--- config.mk ---
export PLATFORM = sky130hd
export DESIGN_NAME = eapg_angle
export DESIGN_NICKNAME = d
export VERILOG_FILES = /design/src/rtl/eapg_pkg.sv /design/src/rtl/eapg_angle.sv
export SDC_FILE = /design/constraint.sdc
export NUM_CORES = 1
export LEC_CHECK = 0
export CAP_MARGIN = 30
export CORE_ASPECT_RATIO = 1.2
export CORE_MARGIN = 2
export CORE_UTILIZATION = 60
export CTS_CLUSTER_SIZE = 20
export DETAILED_ROUTE_END_ITERATION = 10
export DONT_BUFFER_PORTS = 1
export PLACE_DENSITY = 0.85
export RECOVER_POWER = 50
export SLEW_MARGIN = 20
export SYNTH_ARGS = -nofsm -noshare
export SYNTH_HDL_FRONTEND = slang
export SYNTH_SLANG_ARGS = --single-unit
--- constraint.sdc ---
create_clock -name clk -period 5.4 [get_ports clk]
set_clock_uncertainty 0.1 [all_clocks]
set_input_delay 0.27 -clock clk [delete_from_list [all_inputs] [get_ports clk]]
set_output_delay 0.27 -clock clk [all_outputs]
set_load 0.02 [all_outputs]
--- src/rtl/eapg_pkg.sv ---
// ----------------------------------------------------------------------------
// eapg_pkg
// Shared constants, widths and the CORDIC arctangent table for the elliptical
// arc point generator.
// ----------------------------------------------------------------------------
`default_nettype none

package eapg_pkg;

	localparam int ANGLE_BITS    = 16;
	localparam int CORDIC_STAGES = 18;

	localparam int FRAC_W  = 17;
	localparam int SWEEP_W = ANGLE_BITS + 1;
	localparam int PROD_W  = FRAC_W + SWEEP_W;
	localparam int COORD_W = 32;
	localparam int DIFF_W  = COORD_W + 1;
	localparam int RATIO_W = 17;
	localparam int CFG_IDX_W = 3;

	localparam int XY_W   = 34;
	localparam int Z_W    = 33;
	localparam int TRIG_W = XY_W - 6;
	localparam int MR_W   = RATIO_W + 1 + TRIG_W;
	localparam int RS_W   = MR_W - 16;
	localparam int P_W    = RS_W + DIFF_W;
	localparam int S_W    = P_W + 3;
	localparam int R_W    = S_W - 24;

	localparam logic [FRAC_W-1:0] FRAC_ONE = FRAC_W'(65536);
	localparam logic signed [XY_W-1:0] CORDIC_K = XY_W'(652032874);

	localparam logic [CFG_IDX_W-1:0] REG_CENTER_X    = 3'd0;
	localparam logic [CFG_IDX_W-1:0] REG_CENTER_Y    = 3'd1;
	localparam logic [CFG_IDX_W-1:0] REG_MAJOR_END_X = 3'd2;
	localparam logic [CFG_IDX_W-1:0] REG_MAJOR_END_Y = 3'd3;
	localparam logic [CFG_IDX_W-1:0] REG_MINOR_RATIO = 3'd4;
	localparam logic [CFG_IDX_W-1:0] REG_START_ANGLE = 3'd5;
	localparam logic [CFG_IDX_W-1:0] REG_END_ANGLE   = 3'd6;

	// arctan(2^-k) on a 2^32 turn
	function automatic logic signed [Z_W-1:0] atan_turn(input int k);
		logic [31:0] v;
		begin
			case (k)
				0: v = 32'd536870912;
				1: v = 32'd316933406;
				2: v = 32'd167458907;
				3: v = 32'd85004756;
				4: v = 32'd42667331;
				5: v = 32'd21354465;
				6: v = 32'd10680862;
				7: v = 32'd5340245;
				8: v = 32'd2670675;
				9: v = 32'd1335343;
				10: v = 32'd667544;
				11: v = 32'd333772;
				12: v = 32'd166886;
				13: v = 32'd83443;
				14: v = 32'd41722;
				15: v = 32'd20861;
				16: v = 32'd10430;
				17: v = 32'd5215;
				18: v = 32'd2608;
				19: v = 32'd1304;
				20: v = 32'd652;
				21: v = 32'd326;
				22: v = 32'd163;
				23: v = 32'd81;
				24: v = 32'd41;
				25: v = 32'd20;
				26: v = 32'd10;
				27: v = 32'd5;
				28: v = 32'd3;
				29: v = 32'd1;
				30: v = 32'd1;
				default: v = 32'd0;
			endcase
			return $signed({1'b0, v});
		end
	endfunction

endpackage

`default_nettype wire

--- src/rtl/eapg_angle.sv ---
// ----------------------------------------------------------------------------
// eapg_angle
// Two stages: fraction times sweep, then start offset, wrap to a 32-bit turn
// and fold into the right half plane.
// ----------------------------------------------------------------------------
`default_nettype none

module eapg_angle (
	input  wire logic                          clk,
	input  wire logic                          arst_n,
	input  wire logic                          en,
	input  wire logic                          vld_in,
	input  wire logic [eapg_pkg::FRAC_W-1:0]   arc_fraction,
	input  wire logic [15:0]                   start_angle,
	input  wire logic [15:0]                   end_angle,
	output logic                               vld_s2,
	output logic signed [eapg_pkg::Z_W-1:0]    z_s2,
	output logic                               flip_s2
);
	import eapg_pkg::*;

	logic [31:0]            st_w, en_w;
	logic [ANGLE_BITS-1:0]  st, ea, diff;
	logic [SWEEP_W-1:0]     sweep;
	logic [FRAC_W-1:0]      t;
	logic                   vld_s1;
	logic [PROD_W-1:0]      prod_s1;
	logic [ANGLE_BITS-1:0]  st_s1;
	logic [PROD_W-1:0]      off;
	logic [ANGLE_BITS-1:0]  ang;
	logic [31:0]            a32;
	logic signed [Z_W-1:0]  z0;
	logic signed [Z_W-1:0]  zf;
	logic                   fl;

	always_comb begin
		st_w  = {16'd0, start_angle};
		en_w  = {16'd0, end_angle};
		st    = st_w[ANGLE_BITS-1:0];
		ea    = en_w[ANGLE_BITS-1:0];
		diff  = ea - st;
		sweep = (diff == '0) ? {1'b1, {ANGLE_BITS{1'b0}}} : {1'b0, diff};
		t     = (arc_fraction > FRAC_ONE) ? FRAC_ONE : arc_fraction;
	end

	always_ff @(posedge clk or negedge arst_n) begin
		if (!arst_n) begin
			vld_s1 <= 1'b0;
		end else if (en) begin
			vld_s1 <= vld_in;
		end
	end

	always_ff @(posedge clk) begin
		if (en) begin
			prod_s1 <= PROD_W'(t) * PROD_W'(sweep);
			st_s1   <= st;
		end
	end

	always_comb begin
		off = (prod_s1 + PROD_W'(32768)) >> 16;
		ang = st_s1 + off[ANGLE_BITS-1:0];
		a32 = 32'({ang, {(32 - ANGLE_BITS){1'b0}}});
		z0  = $signed({a32[31], a32});
		fl  = 1'b0;
		zf  = z0;
		if (z0 > (Z_W'(1) <<< 30)) begin
			zf = z0 - (Z_W'(1) <<< 31);
			fl = 1'b1;
		end else if (z0 < -(Z_W'(1) <<< 30)) begin
			zf = z0 + (Z_W'(1) <<< 31);
			fl = 1'b1;
		end
	end

	always_ff @(posedge clk or negedge arst_n) begin
		if (!arst_n) begin
			vld_s2 <= 1'b0;
		end else if (en) begin
			vld_s2 <= vld_s1;
		end
	end

	always_ff @(posedge clk) begin
		if (en) begin
			z_s2    <= zf;
			flip_s2 <= fl;
		end
	end

endmodule

`default_nettype wire

==> results.py <==
metrics = {
    "synth": {
        "synth-async-reset-ratio_pct": 3.77,
        "cell_variety_after_synth": 68,
        "ys_dominant_reg_cell": "sky130_fd_sc_hd__edfxtp_1",
        "syn-cell-area_um2": 12400,
        "synth_cells": 1388,
        "yosys.area_share.xor_xnor_pct": 4.43,
        "synth_top_area_share_pct": 35.9,
        "ys_top_cells_by_count": "sky130_fd_sc_hd__inv_1 (297), sky130_fd_sc_hd__fa_1 (223), sky130_fd_sc_hd__nand2_1 (169)",
        "synthTopCellsByArea": "sky130_fd_sc_hd__fa_1 (36%), sky130_fd_sc_hd__ha_1 (13%), sky130_fd_sc_hd__edfxtp_1 (12%), sky130_fd_sc_hd__inv_1 (9.0%), sky130_fd_sc_hd__nand2_1 (5.1%)",
        "postSynthAreaPerCell_um2": 8.96,
        "yosys.area.top_type": "sky130_fd_sc_hd__fa_1",
        "number_of_flops_mapped_to_enable_cells_by_yosys": 51,
        "dominant_combinational_cell_family_by_area_after_synthesis": "adder cells",
        "synth_seq_area_share_pct": 12.7,
        "synth_simple_gate_area_share_pct": 16.6,
        "compound_gate_fraction_of_synth_area_pct": 6.18,
        "synth.mux.area_fraction_pct": 0.261,
        "ys_seq_elements": 53,
        "synthAdderAreaFrac_pct": 48.7,
        "yosysMostFrequentCell": "sky130_fd_sc_hd__inv_1",
        "ys_warn_count": 0,
    },
    "floorplan": {
        "dieHeight_um": 162,
        "fp.coreArea_um2": 20300,
        "floorplan.die.width_um": 135,
        "fp.dieArea_um2": 21900,
        "floorplan.initialDensity_pct": 61.2,
        "rows": 57,
        "pin_count": 88,
    },
    "setup_path": {
        "start_kind": "input pin",
        "crit_type": "in2reg",
        "worst_path_most_repeated_cell": "sky130_fd_sc_hd__fa_1",
        "cp_data_required_time_ns": 5.34,
        "critical_path.max_stage_delay_ns": 0.50,
        "worst_ep_arrival_time_ns": 7.44,
        "cp_max_fo": 8,
        "cpMaxStageDelayCell": "sky130_fd_sc_hd__fa_1",
        "capturing_element_type_of_the_critical_path": "flip-flop",
    },
    "run_status": {
        "failed_checks": "max-capacitance violations, max-slew violations, negative setup slack",
        "run_status": "finished, violations left",
    },
    "run": {
        "cap_violations": 1,
    },
    "cells_and_area": {
        "fin_area_um2": 15300,
        "layout.nets": 2005,
        "antenna_cells_inserted": 0,
        "syn2layout_area_growth_pct": 22.8,
        "layoutNonFillerInstCount": 1868,
        "drive_above_1_share_pct": 21.0,
    },
    "timing": {
        "max_clock_freq_mhz": 133,
        "worst-slew-pin-transition_ns": 2.92,
        "fin_ws_ns": -2.09,
        "final_layout_worst_hold_slack_ns": 0.0198,
        "finalMaxSlewViolations": 52,
        "hold_violations": 0,
        "setup_viol": 17,
        "slew_headroom_pct": -94.7,
        "period_share_pct": 139,
        "period_needed_ns": 7.49,
        "grt_setup_unrepaired": "yes",
    },
    "grt": {
        "gr-total-overflow": 0,
        "maximum_number_of_pins_on_one_net_before_global_route_repair": 52,
        "antenna_violations_before_repair": 0,
        "global_route_wire_length_before_repair_mm": 59.5,
        "grt_pass1_vias": 11600,
        "total_routing_resource_utilization_after_global_routing_pct": 35.4,
    },
    "placement": {
        "gp_routability_congestion": 0.979,
        "post-dp-hpwl_mm": 29.7,
        "instance_count_after_placement_with_tap_cells_included": 1821,
        "place_area_um2": 14200,
        "placement.io_buffers": 0,
    },
    "clock_tree": {
        "worstSkewPairLatency_ns": 0.29,
        "cts_made_buffers": 5,
        "cts_tree": "built",
        "clockRootBuffer": "sky130_fd_sc_hd__clkbuf_16",
        "clock_sink_count": 53,
        "cts_buffer_depth": 2,
        "clk_transition_reported_paths_ns": 0.08,
        "htreeDepth": 2,
    },
    "pwr": {
        "leakage_component_of_the_power_nw": 7.55,
        "peakVddDrop_mv": 0.671,
        "power_density_nw_per_um2": 687,
    },
    "drt": {
        "via_count": 10900,
        "ant_nets": 0,
        "drc_errors": 0,
        "via_per_inst": 5.83,
        "routed_wirelength_mm": 38.5,
        "detailedRoute.firstPassIterationCount": 5,
        "route.detailed.wl_per_inst_um": 20.6,
        "detail_route.iter0.violations": 960,
    },
    "worst_hold_path": {
        "min_path_type": "in2reg",
    },
}
[final cells by class]
| cell class | count | area, um^2 |
|---|---|---|
| multi-input cells | 998 | 10100 |
| fillers | 1379 | 5050 |
| repair buffers | 246 | 1990 |
| flip-flops and latches | 53 | 1580 |
| inverters | 298 | 1140 |
| well taps | 265 | 332 |
| clock buffers | 5 | 125 |
| clock inverters | 3 | 50.0 |
[power by group]
| part | internal, W | total, W | switching [W] |
|---|---|---|---|
| Sequential | 0.000911 | 0.00112 | 0.000204 |
| Combinational | 0.00425 | 0.00900 | 0.00474 |
| Clock | 0.000223 | 0.000384 | 0.000161 |
[what timing repair did]
item / in CTS / in global routing
gates resized for setup: 78 / 40
setup endpoints to repair: 17 / 17
pin swaps: 53 / 28
hold endpoints to repair: 69 / 0
hold buffers: 18 / 0
buffers inserted: 14 / 14
[final timing paths]
kind | start | endpoint | cells after the start | slack, ns
worst max-delay path | end_angle[0] | prod_s1[31] | 35 | -2.09
worst min-delay path | vld_in | vld_s1 | 1 | 0.02
worst max register to register | prod_s1[16] | z_s2[31] | 11 | 1.06
worst min register to register | vld_s1 | vld_s1 | 1 | 0.41
max in group asynchronous | arst_n | vld_s1 | 1 | 4.98
min in group asynchronous | arst_n | vld_s2 | 1 | 0.10
[logic make-up (layout without fill, tap and decap cells)]
group / after synthesis / in the layout
simple gates: 458 / 458
buf+inv: 352 / 552
fa+ha+maj: 350 / 350
compound gates: 108 / 108
xor+xnor: 63 / 63
flops: 53 / 53
mux: 3 / 3
other cells: 1 / 16
[flip-flops by register name (all words and copies together) (netlist names)]
| name | count |
|---|---|
| flip_s2 | 1 |
| vld_s2 | 1 |
| st_s1 | 16 |
| vld_s1 | 1 |
| z_s2 | 17 |
| prod_s1 | 17 |
[metrics by stage]
stage	setup TNS [ns]	worst slack (ns)	utilization, %	total power (W)
final	-31.76	-2.09	75.2	0.0105
after global routing	-35.21	-2.35	75.2	0.0113
after CTS	-27.16	-1.86	74.0	0.00969
after detailed placement	-36.38	-2.50	70.1	0.00849
after global placement	-33.47	-2.30	70.1	0.00812
after floorplan	-29.33	-2.16	-	0.00588
[worst max-delay path: cells and delay by family]
kind | cells | cell delay [ns]
xor+xnor | 1 | 0.17
fa+ha+maj | 9 | 3.43
buf+inv | 9 | 0.93
simple gates | 6 | 1.02
compound gates | 10 | 1.63
[cells in the final DEF, fill, tap and decap left out, types with 5 or more instances in the layout]
cell / instances
sky130_fd_sc_hd__a21oi_1: 14
sky130_fd_sc_hd__a21oi_2: 7
sky130_fd_sc_hd__nor2_2: 8
sky130_fd_sc_hd__inv_2: 6
sky130_fd_sc_hd__and3_1: 8
sky130_fd_sc_hd__nand2_1: 164
sky130_fd_sc_hd__nand2b_1: 40
sky130_fd_sc_hd__nor3_1: 9
sky130_fd_sc_hd__buf_4: 206
sky130_fd_sc_hd__nor2b_1: 9
sky130_fd_sc_hd__a21o_1: 10
sky130_fd_sc_hd__ha_4: 13
sky130_fd_sc_hd__o211ai_1: 6
sky130_fd_sc_hd__fa_2: 6
sky130_fd_sc_hd__nand4_1: 9
sky130_fd_sc_hd__inv_1: 289
sky130_fd_sc_hd__dlygate4sd3_1: 17
sky130_fd_sc_hd__buf_6: 19
sky130_fd_sc_hd__o21a_1: 10
sky130_fd_sc_hd__and2_1: 18
sky130_fd_sc_hd__o21ai_1: 7
sky130_fd_sc_hd__or3_1: 6
sky130_fd_sc_hd__ha_1: 112
sky130_fd_sc_hd__nor2_1: 135
sky130_fd_sc_hd__or2_2: 5
sky130_fd_sc_hd__xor2_2: 5
sky130_fd_sc_hd__a211o_1: 5
sky130_fd_sc_hd__nand3_1: 10
sky130_fd_sc_hd__xnor2_1: 36
sky130_fd_sc_hd__clkbuf_16: 5
sky130_fd_sc_hd__xor2_1: 20
sky130_fd_sc_hd__conb_1: 16
sky130_fd_sc_hd__edfxtp_1: 51
sky130_fd_sc_hd__fa_1: 217
sky130_fd_sc_hd__nor2_4: 5
[layer usage]
metal | wire length (um) | vias to the layer above | global-route usage, %
li1 | - | 4676 | -
met1 | 13200 | 5388 | 40.6
met3 | 2670 | 211 | 4.34
met5 | 0 | - | 0
met2 | 19600 | 620 | 63.7
met4 | 3020 | 0 | 19.7
Note: power is estimated with default switching activity, not from simulation.
